**config.mk**
```make
export PLATFORM = sky130hd
export DESIGN_NAME = ll1_expression_recognizer_flat
export DESIGN_NICKNAME = d
export VERILOG_FILES = /design/src/rtl/ll1er_pkg.sv /design/src/rtl/ll1er_in_if.sv /design/src/rtl/ll1er_out_if.sv /design/src/rtl/ll1er_ctrl.sv /design/src/rtl/ll1er_dpath.sv /design/src/rtl/ll1_expression_recognizer.sv /design/src/flat_wrapper.sv
export SDC_FILE = /design/constraint.sdc
export NUM_CORES = 1
export LEC_CHECK = 0
export BUFFER_PORTS_ARGS = -buffer_cell sky130_fd_sc_hd__buf_2
export CORE_ASPECT_RATIO = 1.1
export CORE_MARGIN = 4
export CORE_UTILIZATION = 68
export CTS_BUF_LIST = sky130_fd_sc_hd__clkbuf_16
export DETAILED_ROUTE_END_ITERATION = 7
export HOLD_SLACK_MARGIN = 0.06
export PLACE_DENSITY = 0.85
export SLEW_MARGIN = 20
export SYNTH_ARGS = -nofsm -noshare
export SYNTH_HDL_FRONTEND = slang
export SYNTH_SLANG_ARGS = --single-unit
export TNS_END_PERCENT = 10
```
**constraint.sdc**
```tcl
create_clock -name clk -period 14 [get_ports clk]
set_input_delay 2.1 -clock clk [delete_from_list [all_inputs] [get_ports clk]]
set_output_delay 2.1 -clock clk [all_outputs]
set_load 0.02 [all_outputs]
```
**src/rtl/ll1er_pkg.sv**
```systemverilog
package ll1er_pkg;

	// stack geometry
	localparam int STACK_DEPTH = 64;
	localparam int SP_W        = $clog2(STACK_DEPTH + 1);
	localparam int ADDR_W      = $clog2(STACK_DEPTH);

	// grammar symbols as held on the stack
	typedef logic [3:0] sym_t;
	localparam sym_t SYM_NONE = 4'd0;
	localparam sym_t SYM_END  = 4'd1;
	localparam sym_t SYM_E    = 4'd2;
	localparam sym_t SYM_EP   = 4'd3;
	localparam sym_t SYM_T    = 4'd4;
	localparam sym_t SYM_TP   = 4'd5;
	localparam sym_t SYM_F    = 4'd6;
	localparam sym_t SYM_ID   = 4'd7;
	localparam sym_t SYM_ADD  = 4'd8;
	localparam sym_t SYM_SUB  = 4'd9;
	localparam sym_t SYM_MUL  = 4'd10;
	localparam sym_t SYM_DIV  = 4'd11;
	localparam sym_t SYM_LP   = 4'd12;
	localparam sym_t SYM_RP   = 4'd13;

	// text bytes that are terminals
	localparam logic [7:0] CH_LP  = 8'h28;
	localparam logic [7:0] CH_RP  = 8'h29;
	localparam logic [7:0] CH_ID  = 8'h69;
	localparam logic [7:0] CH_ADD = 8'h2b;
	localparam logic [7:0] CH_SUB = 8'h2d;
	localparam logic [7:0] CH_MUL = 8'h2a;
	localparam logic [7:0] CH_DIV = 8'h2f;

	// result codes
	localparam logic [1:0] STATUS_BUSY   = 2'd0;
	localparam logic [1:0] STATUS_ACCEPT = 2'd1;
	localparam logic [1:0] STATUS_REJECT = 2'd2;

	// what one step of the automaton does with the current top
	typedef enum logic [2:0] {
		ACT_DONE,
		ACT_ERROR,
		ACT_EXP1,
		ACT_EXP2,
		ACT_EXP3,
		ACT_POP,
		ACT_MATCH
	} act_t;

	typedef enum logic [2:0] {
		ST_IDLE,
		ST_EVAL,
		ST_PUSH2,
		ST_LOAD_EVAL,
		ST_LOAD_FIN,
		ST_FINISH
	} state_t;

	typedef struct packed {
		logic start;
		logic eval;
		logic push2;
		logic load;
		logic finish;
	} cmd_t;

	typedef struct packed {
		act_t act;
		logic out_free;
	} stat_t;

endpackage

```
**src/rtl/ll1er_in_if.sv**
```systemverilog
interface ll1er_in_if;
	logic       valid;
	logic       ready;
	logic [7:0] char_code;
	logic       end_of_text;

	modport source (output valid, output char_code, output end_of_text, input ready);
	modport sink (input valid, input char_code, input end_of_text, output ready);
endinterface

```
**src/rtl/ll1er_out_if.sv**
```systemverilog
interface ll1er_out_if;
	logic       valid;
	logic       ready;
	logic [1:0] status;

	modport source (output valid, output status, input ready);
	modport sink (input valid, input status, output ready);
endinterface

```
**src/rtl/ll1er_ctrl.sv**
```systemverilog
module ll1er_ctrl (
	input  logic               clk,
	input  logic               arst_n,
	input  logic               in_valid,
	output logic               in_ready,
	input  ll1er_pkg::stat_t   stat,
	output ll1er_pkg::cmd_t    cmd
);

	ll1er_pkg::state_t state_q;
	ll1er_pkg::state_t state_d;

	// state register
	always_ff @(posedge clk or negedge arst_n) begin
		if (!arst_n) begin
			state_q <= ll1er_pkg::ST_IDLE;
		end else begin
			state_q <= state_d;
		end
	end

	// next state and commands
	always_comb begin
		state_d    = state_q;
		cmd        = '0;
		in_ready   = 1'b0;
		case (state_q)
			ll1er_pkg::ST_IDLE: begin
				in_ready = 1'b1;
				if (in_valid) begin
					cmd.start = 1'b1;
					state_d   = ll1er_pkg::ST_EVAL;
				end
			end
			ll1er_pkg::ST_EVAL: begin
				cmd.eval = 1'b1;
				case (stat.act)
					ll1er_pkg::ACT_EXP1:  state_d = ll1er_pkg::ST_EVAL;
					ll1er_pkg::ACT_EXP2:  state_d = ll1er_pkg::ST_EVAL;
					ll1er_pkg::ACT_EXP3:  state_d = ll1er_pkg::ST_PUSH2;
					ll1er_pkg::ACT_POP:   state_d = ll1er_pkg::ST_LOAD_EVAL;
					ll1er_pkg::ACT_MATCH: state_d = ll1er_pkg::ST_LOAD_FIN;
					default:              state_d = ll1er_pkg::ST_FINISH;
				endcase
			end
			ll1er_pkg::ST_PUSH2: begin
				cmd.push2 = 1'b1;
				state_d   = ll1er_pkg::ST_EVAL;
			end
			ll1er_pkg::ST_LOAD_EVAL: begin
				cmd.load = 1'b1;
				state_d  = ll1er_pkg::ST_EVAL;
			end
			ll1er_pkg::ST_LOAD_FIN: begin
				cmd.load = 1'b1;
				state_d  = ll1er_pkg::ST_FINISH;
			end
			ll1er_pkg::ST_FINISH: begin
				if (stat.out_free) begin
					cmd.finish = 1'b1;
					state_d    = ll1er_pkg::ST_IDLE;
				end
			end
			default: begin
				state_d = ll1er_pkg::ST_IDLE;
			end
		endcase
	end

endmodule

```
**src/rtl/ll1er_dpath.sv**
```systemverilog
module ll1er_dpath (
	input  logic               clk,
	input  logic               arst_n,
	input  logic [7:0]         char_code,
	input  logic               end_of_text,
	input  ll1er_pkg::cmd_t    cmd,
	output ll1er_pkg::stat_t   stat,
	output logic               out_valid,
	input  logic               out_ready,
	output logic [1:0]         status
);

	localparam int SPX_W = ll1er_pkg::SP_W + 1;
	localparam logic [SPX_W-1:0] DEPTH_EXT = SPX_W'(ll1er_pkg::STACK_DEPTH);

	// byte to terminal symbol, none for skipped bytes
	function automatic ll1er_pkg::sym_t classify(input logic [7:0] c);
		ll1er_pkg::sym_t s;
		case (c)
			ll1er_pkg::CH_LP:  s = ll1er_pkg::SYM_LP;
			ll1er_pkg::CH_RP:  s = ll1er_pkg::SYM_RP;
			ll1er_pkg::CH_ID:  s = ll1er_pkg::SYM_ID;
			ll1er_pkg::CH_ADD: s = ll1er_pkg::SYM_ADD;
			ll1er_pkg::CH_SUB: s = ll1er_pkg::SYM_SUB;
			ll1er_pkg::CH_MUL: s = ll1er_pkg::SYM_MUL;
			ll1er_pkg::CH_DIV: s = ll1er_pkg::SYM_DIV;
			default:           s = ll1er_pkg::SYM_NONE;
		endcase
		return s;
	endfunction

	// stack below the top; entry 0 is the end marker and never written
	ll1er_pkg::sym_t mem [ll1er_pkg::STACK_DEPTH];

	ll1er_pkg::sym_t              top_q;
	logic [ll1er_pkg::SP_W-1:0]   sp_q;
	logic                         err_q;
	ll1er_pkg::sym_t              la_q;
	logic                         fin_q;
	ll1er_pkg::sym_t              pend_q;
	ll1er_pkg::sym_t              rdata_q;
	logic                         out_valid_q;
	logic [1:0]                   status_q;

	logic [1:0]                   exp_n;
	ll1er_pkg::sym_t              rhs0;
	ll1er_pkg::sym_t              rhs1;
	ll1er_pkg::sym_t              rhs_top;
	logic                         is_nt;
	logic [SPX_W-1:0]             sp_ext;
	logic [SPX_W-1:0]             new_sp_ext;
	logic [ll1er_pkg::SP_W-1:0]   sp_m1;
	logic [ll1er_pkg::SP_W-1:0]   sp_m2;
	ll1er_pkg::act_t              act;
	logic                         we;
	logic [ll1er_pkg::ADDR_W-1:0] waddr;
	ll1er_pkg::sym_t              wdata;

	// production chosen by the top nonterminal and the lookahead
	always_comb begin
		exp_n   = 2'd0;
		rhs0    = ll1er_pkg::SYM_NONE;
		rhs1    = ll1er_pkg::SYM_NONE;
		rhs_top = ll1er_pkg::SYM_NONE;
		case (top_q)
			ll1er_pkg::SYM_E, ll1er_pkg::SYM_T: begin
				if (la_q == ll1er_pkg::SYM_LP || la_q == ll1er_pkg::SYM_ID) begin
					exp_n   = 2'd2;
					rhs0    = (top_q == ll1er_pkg::SYM_E) ? ll1er_pkg::SYM_EP : ll1er_pkg::SYM_TP;
					rhs_top = (top_q == ll1er_pkg::SYM_E) ? ll1er_pkg::SYM_T : ll1er_pkg::SYM_F;
				end
			end
			ll1er_pkg::SYM_EP: begin
				if (la_q == ll1er_pkg::SYM_ADD || la_q == ll1er_pkg::SYM_SUB) begin
					exp_n   = 2'd3;
					rhs0    = ll1er_pkg::SYM_EP;
					rhs1    = ll1er_pkg::SYM_T;
					rhs_top = la_q;
				end
			end
			ll1er_pkg::SYM_TP: begin
				if (la_q == ll1er_pkg::SYM_MUL || la_q == ll1er_pkg::SYM_DIV) begin
					exp_n   = 2'd3;
					rhs0    = ll1er_pkg::SYM_TP;
					rhs1    = ll1er_pkg::SYM_F;
					rhs_top = la_q;
				end
			end
			ll1er_pkg::SYM_F: begin
				if (la_q == ll1er_pkg::SYM_LP) begin
					exp_n   = 2'd3;
					rhs0    = ll1er_pkg::SYM_RP;
					rhs1    = ll1er_pkg::SYM_E;
					rhs_top = ll1er_pkg::SYM_LP;
				end else if (la_q == ll1er_pkg::SYM_ID) begin
					exp_n   = 2'd1;
					rhs_top = ll1er_pkg::SYM_ID;
				end
			end
			default: begin
				exp_n = 2'd0;
			end
		endcase
	end

	// step decision
	always_comb begin
		is_nt      = top_q inside {[ll1er_pkg::SYM_E:ll1er_pkg::SYM_F]};
		sp_ext     = {1'b0, sp_q};
		new_sp_ext = sp_ext - SPX_W'(1) + SPX_W'(exp_n);
		sp_m1      = sp_q - ll1er_pkg::SP_W'(1);
		sp_m2      = sp_q - ll1er_pkg::SP_W'(2);
		if (err_q || la_q == ll1er_pkg::SYM_NONE) begin
			act = ll1er_pkg::ACT_DONE;
		end else if (sp_q == '0 || sp_ext > DEPTH_EXT) begin
			act = ll1er_pkg::ACT_ERROR;
		end else if (is_nt) begin
			if (exp_n != 2'd0) begin
				if (new_sp_ext > DEPTH_EXT) begin
					act = ll1er_pkg::ACT_ERROR;
				end else if (exp_n == 2'd3) begin
					act = ll1er_pkg::ACT_EXP3;
				end else if (exp_n == 2'd2) begin
					act = ll1er_pkg::ACT_EXP2;
				end else begin
					act = ll1er_pkg::ACT_EXP1;
				end
			end else if (top_q == ll1er_pkg::SYM_EP || top_q == ll1er_pkg::SYM_TP) begin
				act = ll1er_pkg::ACT_POP;
			end else begin
				act = ll1er_pkg::ACT_ERROR;
			end
		end else if (top_q == la_q) begin
			act = (la_q == ll1er_pkg::SYM_END) ? ll1er_pkg::ACT_DONE : ll1er_pkg::ACT_MATCH;
		end else begin
			act = ll1er_pkg::ACT_ERROR;
		end
	end

	// stack write port
	always_comb begin
		we    = 1'b0;
		waddr = sp_m1[ll1er_pkg::ADDR_W-1:0];
		wdata = rhs0;
		if (cmd.eval && (act == ll1er_pkg::ACT_EXP2 || act == ll1er_pkg::ACT_EXP3)) begin
			we = 1'b1;
		end else if (cmd.push2) begin
			we    = 1'b1;
			waddr = sp_m2[ll1er_pkg::ADDR_W-1:0];
			wdata = pend_q;
		end
	end

	// stack memory with registered read of the entry under the top
	always_ff @(posedge clk) begin
		if (we) begin
			mem[waddr] <= wdata;
		end
		rdata_q <= mem[sp_m2[ll1er_pkg::ADDR_W-1:0]];
	end

	// lookahead and pending push
	always_ff @(posedge clk) begin
		if (cmd.start) begin
			la_q  <= end_of_text ? ll1er_pkg::SYM_END : classify(char_code);
			fin_q <= end_of_text;
		end
		if (cmd.eval) begin
			pend_q <= rhs1;
		end
		if (cmd.finish) begin
			status_q <= !fin_q ? ll1er_pkg::STATUS_BUSY :
				(err_q ? ll1er_pkg::STATUS_REJECT : ll1er_pkg::STATUS_ACCEPT);
		end
	end

	// top of stack, pointer and error flag
	always_ff @(posedge clk or negedge arst_n) begin
		if (!arst_n) begin
			top_q <= ll1er_pkg::SYM_E;
			sp_q  <= ll1er_pkg::SP_W'(2);
			err_q <= 1'b0;
		end else if (cmd.eval) begin
			case (act)
				ll1er_pkg::ACT_EXP1, ll1er_pkg::ACT_EXP2, ll1er_pkg::ACT_EXP3: begin
					top_q <= rhs_top;
					sp_q  <= new_sp_ext[ll1er_pkg::SP_W-1:0];
				end
				ll1er_pkg::ACT_POP, ll1er_pkg::ACT_MATCH: begin
					sp_q <= sp_m1;
				end
				ll1er_pkg::ACT_ERROR: begin
					err_q <= 1'b1;
				end
				default: begin
					err_q <= err_q;
				end
			endcase
		end else if (cmd.load) begin
			top_q <= (sp_q == ll1er_pkg::SP_W'(1)) ? ll1er_pkg::SYM_END : rdata_q;
		end else if (cmd.finish && fin_q) begin
			top_q <= ll1er_pkg::SYM_E;
			sp_q  <= ll1er_pkg::SP_W'(2);
			err_q <= 1'b0;
		end
	end

	// output register
	always_ff @(posedge clk or negedge arst_n) begin
		if (!arst_n) begin
			out_valid_q <= 1'b0;
		end else if (cmd.finish) begin
			out_valid_q <= 1'b1;
		end else if (out_ready) begin
			out_valid_q <= 1'b0;
		end
	end

	assign stat.act      = act;
	assign stat.out_free = !out_valid_q || out_ready;
	assign out_valid     = out_valid_q;
	assign status        = status_q;

endmodule

```
**src/rtl/ll1_expression_recognizer.sv**
```systemverilog
// LL(1) recognizer for + - * / expressions over i with parentheses, one text byte
// per item and one status item per input item: 0 for every ordinary byte, then
// 1 (accepted) or 2 (rejected) for the item that carries end_of_text, after which
// the stack starts over. Bytes other than ( ) i + - * / are skipped. Items are
// worked one at a time: an item is accepted in the idle state, then worked
// through the stack steps it causes, then its result is loaded. An expansion
// with at most two symbols or an error is a single evaluation step; an
// expansion with three symbols adds a push of the pending symbol, and an epsilon
// pop or a terminal match adds a load of the new top (one stack write port,
// registered read of the entry under the top register); a step that finds
// nothing left to do (a skipped byte, the end marker meeting the end marker,
// any byte after an error) is a single evaluation step as well; an end item
// also pops each pending E' and T'. The result is loaded only once the output
// register is free, so a result waiting on the output delays the finish of the
// next item and the acceptance of the item after it.
module ll1_expression_recognizer (
	input  logic         clk,
	input  logic         arst_n,
	ll1er_in_if.sink     in_ch,
	ll1er_out_if.source  out_ch
);

	ll1er_pkg::cmd_t  cmd;
	ll1er_pkg::stat_t stat;

	// sequencer
	ll1er_ctrl u_ctrl (
		.clk      (clk),
		.arst_n   (arst_n),
		.in_valid (in_ch.valid),
		.in_ready (in_ch.ready),
		.stat     (stat),
		.cmd      (cmd)
	);

	// stack, lookahead and result register
	ll1er_dpath u_dpath (
		.clk         (clk),
		.arst_n      (arst_n),
		.char_code   (in_ch.char_code),
		.end_of_text (in_ch.end_of_text),
		.cmd         (cmd),
		.stat        (stat),
		.out_valid   (out_ch.valid),
		.out_ready   (out_ch.ready),
		.status      (out_ch.status)
	);

endmodule
```
**src/flat_wrapper.sv**
```systemverilog
// flat-port wrapper written by rule: the top's interface ports become plain ports
module ll1_expression_recognizer_flat 
  (clk, arst_n, in_ch_valid, in_ch_char_code, in_ch_end_of_text, in_ch_ready, out_ch_valid, out_ch_status, out_ch_ready);
  ll1er_in_if in_ch_i ();
  ll1er_out_if out_ch_i ();
  input  logic clk;
  input  logic arst_n;
  input wire logic [$bits(in_ch_i.valid)-1:0] in_ch_valid;
  input wire logic [$bits(in_ch_i.char_code)-1:0] in_ch_char_code;
  input wire logic [$bits(in_ch_i.end_of_text)-1:0] in_ch_end_of_text;
  output wire logic [$bits(in_ch_i.ready)-1:0] in_ch_ready;
  output wire logic [$bits(out_ch_i.valid)-1:0] out_ch_valid;
  output wire logic [$bits(out_ch_i.status)-1:0] out_ch_status;
  input wire logic [$bits(out_ch_i.ready)-1:0] out_ch_ready;
  assign in_ch_i.valid = in_ch_valid;
  assign in_ch_i.char_code = in_ch_char_code;
  assign in_ch_i.end_of_text = in_ch_end_of_text;
  assign in_ch_ready = in_ch_i.ready;
  assign out_ch_valid = out_ch_i.valid;
  assign out_ch_status = out_ch_i.status;
  assign out_ch_i.ready = out_ch_ready;
  ll1_expression_recognizer u_core (.clk(clk), .arst_n(arst_n), .in_ch(in_ch_i), .out_ch(out_ch_i));
endmodule
```
# Word-level counts from Yosys, hierarchy flattened
# Memory sizes are Yosys's and may differ from the RTL's. A register that Yosys moved wholly into a read port is not among the register bits.
# Index checks and enable logic that the tools add are counted.
dict set report word_totals {
  reg_bits 27
  input_bits 13
  ram_bits 256
  wordCells 157
  mem_count 1
}
# name depth word_bits rd rd_clocked_by_memory_dff wr line
set mem_list {}
lappend mem_list {u_core.u_dpath.mem 64 4 1 1 1 ll1er_dpath.sv:33} ;# ll1er_pkg::sym_t mem [ll1er_pkg::STACK_DEPTH];
dict set report op_classes {
  order_cmp 4
  muxes 70
  addsub 4
  n_reduce_logical 29
  n_eq_ne 40
}
# operator count
set ops {}
lappend ops {{$mux W3} 18}
lappend ops {{$eq A8 B6 Y1 const B} 6}
lappend ops {{$mux W4} 11}
lappend ops {{$pmux W4 S4} 2}
lappend ops {{$pmux W4 S7} 1}
lappend ops {{$mux W7} 3}
lappend ops {{$eq A4 B4 Y1 const B} 5}
lappend ops {{$mux W1} 20}
lappend ops {{$eq A4 B3 Y1 const B} 4}
lappend ops {{$mux W2} 8}
lappend ops {{$eq A3 B3 Y1 const B} 5}
lappend ops {{$pmux W3 S5} 1}
lappend ops {{$pmux W7 S2} 1}
lappend ops {{$eq A3 B2 Y1 const B} 4}
lappend ops {{$mux W6} 2}
lappend ops {{$pmux W3 S4} 1}
lappend ops {{$reduce_or A2 Y1} 5}
lappend ops {{$pmux W3 S3} 1}
lappend ops {{$add A8 B2 Y8} 1}
lappend ops {{$eq A4 B2 Y1 const B} 2}
lappend ops {{$eq A8 B7 Y1 const B} 1}
lappend ops {{$gt A8 B7 Y1 const B} 1}
lappend ops {{$logic_or A1 B1 Y1} 8}
lappend ops {{$pmux W2 S4} 1}
lappend ops {{other kinds (24)} 35}

# Longest topological paths before layout
dict set report logic_depth {
  depth_word 18
  depth_mapped 19
  depth_no_buf 16
}

# By module
# Synthesis repeated with hierarchy kept, for this count alone.
dict set report unflattened {
  hier_cells 790
  area_unflattened_um2 12956.2
}
# mod seq_area_each_um2 area_each_um2 cells_each n_inst
set modules_own_cells {}
lappend modules_own_cells {ll1er_dpath 8365.5 12737.2 765 1}
lappend modules_own_cells {ll1er_ctrl 75.1 219.0 25 1}

# Worst setup path before layout
# No wires, ideal clock.
dict set report synth_timing {
  path_type {reg-to-reg}
  startpoint {register u_core.u_dpath.top_q[1]}
  endpoint {memory u_core.u_dpath.mem[0][0] (netlist name) (enable)}
  setup_ns 0.377
  stages_incl_launch_ff 19
  n_path_buf 3
  required_time_ns 13.623
  slack_ns 8.692
  arrival_time_ns 4.932
  cell_sequence {dfstp_2 > buf_4 > or3b_4 > a2111oi_4 > nand2b_1 > a21oi_1 > ha_1 > inv_1 > ha_1 > fa_1 > xnor2_1 > nor4b_1 > a31oi_1 > o31a_1 > or3b_1 > o211a_1 > buf_6 > buf_6 > nor4_1}
}
dict set report synth_between {
  elab_chain_len 17
}
# item line
set synth_rtl {}
lappend synth_rtl {{start: declaration} ll1er_dpath.sv:35} ;# ll1er_pkg::sym_t top_q;
lappend synth_rtl {{start signal: assignment} ll1er_dpath.sv:180} ;# top_q <= ll1er_pkg::SYM_E;
lappend synth_rtl {{start signal: assignment} ll1er_dpath.sv:186} ;# top_q <= rhs_top;
lappend synth_rtl {{start signal: assignment} ll1er_dpath.sv:200} ;# top_q <= (sp_q == ll1er_pkg::SP_W'(1)) ? ll1er_pkg::SYM_END : rdata_q;
lappend synth_rtl {{parallel branches: the longest is 8 deep, another holds $add A8 B2 Y8} n/a}
lappend synth_rtl {{$mux W3 *} ll1er_dpath.sv:117} ;# end else if (is_nt) begin
lappend synth_rtl {{$mux W3 *} ll1er_dpath.sv:115} ;# end else if (sp_q == '0 || sp_ext > DEPTH_EXT) begin
lappend synth_rtl {{$mux W3 *} ll1er_dpath.sv:113} ;# if (err_q || la_q == ll1er_pkg::SYM_NONE) begin
lappend synth_rtl {{$eq A3 B2 Y1 or $eq A3 B3 Y1 (tied branches)} ll1er_dpath.sv:145} ;# if (cmd.eval && (act == ll1er_pkg::ACT_EXP2 || act == ll1er_pkg::ACT_EXP3)) begin
lappend synth_rtl {{$logic_or A1 B1 Y1 *} ll1er_dpath.sv:145}
lappend synth_rtl {{$logic_and A1 B1 Y1 *} ll1er_dpath.sv:145}
lappend synth_rtl {{$mux W1} ll1er_dpath.sv:145}
lappend synth_rtl {{$mux W1} ll1er_dpath.sv:156} ;# if (we) begin
lappend synth_rtl {{$mux W1 (not written as such)} ll1er_dpath.sv:157} ;# mem[waddr] <= wdata;
lappend synth_rtl {{end: declaration} ll1er_dpath.sv:33}
# Every way passes the cells marked *.

# Worst setup path in the final report
dict set report layout_timing {
  startpoint {register u_core.u_dpath.top_q[1]}
  endpoint {memory u_core.u_dpath.mem[35][1] (netlist name) (enable)}
}
# Same word-level chain as after synthesis.

==> results.tsv <==
metric	value	unit
Initial Util	69.4	%
CP endpoint kind	register	
Avg WL per Cell	29.3	um
global-route wire length before repair	45700	um
gp weighted congestion	0.906	
overall routing resource usage	28.8	%
Gates resized, CTS repair	0	
Finished Layout Cells	1021	
commonest non-fill, non-tap cell in the layout	edfxtp_1	
PwrDens	200	nW/um^2
Setup Skew	0.0108	ns
Slew Limit Fails	0	
YS warnings	0	
Max-cap violations	0	
distinct cell type count of the synthesized netlist	64	
most frequent cells in the layout	edfxtp_1, mux4_2, nor4_1	
clk buf depth	3	
share of layout cells above drive strength 1	22.2	%
met2 Use GR	49.5	%
antenna cells	0	
Syn-to-layout area delta	9.62	%
Mean Syn Cell Area	17.0	um^2
gr ovfl total	0	
Final setup viols	0	
CP arrival	6.44	ns
initial antenna violation count	0	
Clock Latency Late Sink	0.54	ns
root buffer cell	clkbuf_16	
WP data required	14.15	ns
IR drop worst, VDD	137	uV
PnR worst setup slack	7.72	ns
Yosys top cell area share	62.3	%
final hold vios	0	
H-Tree Depth	1	
Max Clk Rate	159	MHz
Syn Nets	782	
status	finished clean	
crit path launch type	register	
Pleak	0.00462	uW
Via Count	7484	
synthesized instance count	750	
via/cell ratio	7.33	
drt pass-1 iters	6	
min Tclk post-route	6.28	ns
pre-CTS WS	7.91	ns
Hold Path Class	register to register	
met1 Use GR	37.4	%
cell count after placement	973	
final worst path period share	44.9	%
largest area contributor in the netlist	edfxtp_1	
Worst-Margin Slew	1.05	ns
Core Region	18400	um^2
Fin Setup TNS	0	ns
Hold Buf Count CTS	0	
largest net degree at the start of global routing	68	
Port Buffers	16	
clock sinks	285	
Top FF cell, synth	edfxtp_1	
Power Total	2800	uW
Die Width	139	um
fraction of registers with async set or reset after synthesis	5.61	%
register area share after synthesis	66.1	%
drt total wl	29900	um
kind of critical path	register to register	
EDFF count, synth	265	
relative max-transition margin	29.5	%
crit path max fanout	64	
antenna viol nets, final	0	
grt peak-use layer	met2	
CTS tree	done	
hpwl dp	17400	um
top cells by area, synth	edfxtp_1, mux4_2, nor4_1	
Die Ht	152	um
die footprint	21000	um^2
Remaining DRCs	0	
setup fix buffers added after clock tree synthesis	0	
Layout Nets	792	
Yosys reg bits	285	
clk slew on worst S/H paths	0.06	ns
DRT iter0 DRCs	826	
Netlist Area Pre-Place	12800	um^2
I/O pin total	17	
vias in the first global route	7621	
RSZ-0062 raised after global routing	no	
routing usage on met3	4.87	%
total CTS buffers	28	
row count	52	
==> worst paths after layout <==
path / slack (ns) / start / cells past startpoint / to
worst max-delay path: 7.72 / u_core.u_dpath.top_q[1] / 16 / u_core.u_dpath.mem[35][1]
worst min-delay path: 0.57 / u_core.u_dpath.out_valid / 2 / u_core.u_dpath.out_valid
worst max register to register: 7.72 / u_core.u_dpath.top_q[1] / 16 / u_core.u_dpath.mem[35][1]
worst min register to register: 0.57 / u_core.u_dpath.out_valid / 2 / u_core.u_dpath.out_valid
max in group asynchronous: 12.15 / arst_n / 1 / u_core.u_dpath.sp_q[0]
min in group asynchronous: 1.51 / arst_n / 1 / u_core.u_dpath.err_q
==> kinds of logic after synthesis <==
logic type | synth area share, %
flip-flops | 66.1
XOR/XNOR | 1.03
adder cells (fa/ha/maj) | 1.92
multiplexers | 15.3
AO/OA/AOI/OAI | 4.09
AND/OR/NAND/NOR | 9.32
buffers and inverters | 2.24
==> power by group <==
part	internal, uW	total, uW	switching, uW
sequential	1000	1050	49.2
clock	463	766	303
combinational	374	983	608
total	1840	2800	961
==> flip-flops by register name, summed over array words and instances (netlist names) <==
| name | flops |
|---|---|
| u_core.u_dpath.err_q | 1 |
| u_core.u_dpath.mem | 256 |
| u_core.u_dpath.fin_q | 1 |
| u_core.u_dpath.rdata_q | 4 |
| u_core.u_dpath.status | 2 |
| u_core.u_dpath.pend_q | 2 |
| u_core.u_ctrl.state_q | 3 |
| u_core.u_dpath.la_q | 4 |
| u_core.u_dpath.sp_q | 7 |
| u_core.u_dpath.out_valid | 1 |
| u_core.u_dpath.top_q | 4 |
==> cells in the mapped netlist, types with 5 or more instances <==
cell type,number
a21oi_1,12
a31oi_1,5
and2_1,6
buf_1,9
buf_6,7
clkbuf_1,28
dfrtp_1,14
edfxtp_1,265
ha_1,18
inv_1,15
mux4_2,84
nand2_1,32
nand2b_1,11
nand3b_1,5
nor2_1,24
nor2b_1,8
nor3_1,9
nor3b_1,7
nor4_1,67
nor4b_1,5
o21ai_0,25
xnor2_1,7
xor2_1,8
==> metrics by stage <==
| step | instance area [um^2] | hold WS, ns | util, % |
|---|---|---|---|
| detailed placement | 13100 | 0.554 | 70.9 |
| global placement | 13100 | 0.507 | 70.9 |
| finish | 14000 | 0.569 | 76.0 |
| floorplan | 12800 | 0.538 | - |
| CTS | 14000 | 0.564 | 76.0 |
| global route | 14000 | 0.602 | 76.0 |
==> layer usage <==
layer	vias up	routed length [um]
li1	3113	-
met1	3753	10500
met2	519	15400
met3	99	2620
met4	0	1360
met5	-	0
==> layout make-up <==
class                           count  area [um^2]
Tap cell                          243          304
Clock inverter                     19          213
Sequential cell                   285         8440
Fill cell                         968         4410
Clock buffer                       29          726
Inverter                           15         56.3
Multi-Input combinational cell    404         4100
Timing Repair Buffer               26          159
==> worst max-delay path, stage by stage, from the launching register on <==
cell and delay, ns:
dfstp_2 0.62, or3b_4 0.41, a2111oi_4 0.48, nand2b_1 0.18, a21oi_1 0.09, ha_1 0.31, inv_1 0.04, ha_1 0.22
fa_1 0.45, xnor2_1 0.17, nor4b_1 0.27, a31oi_1 0.23, o31a_1 0.39, or3b_1 0.41, o211a_2 0.26, buf_4 0.32
nor4_1 0.98
(Power assumes the default switching activity.)
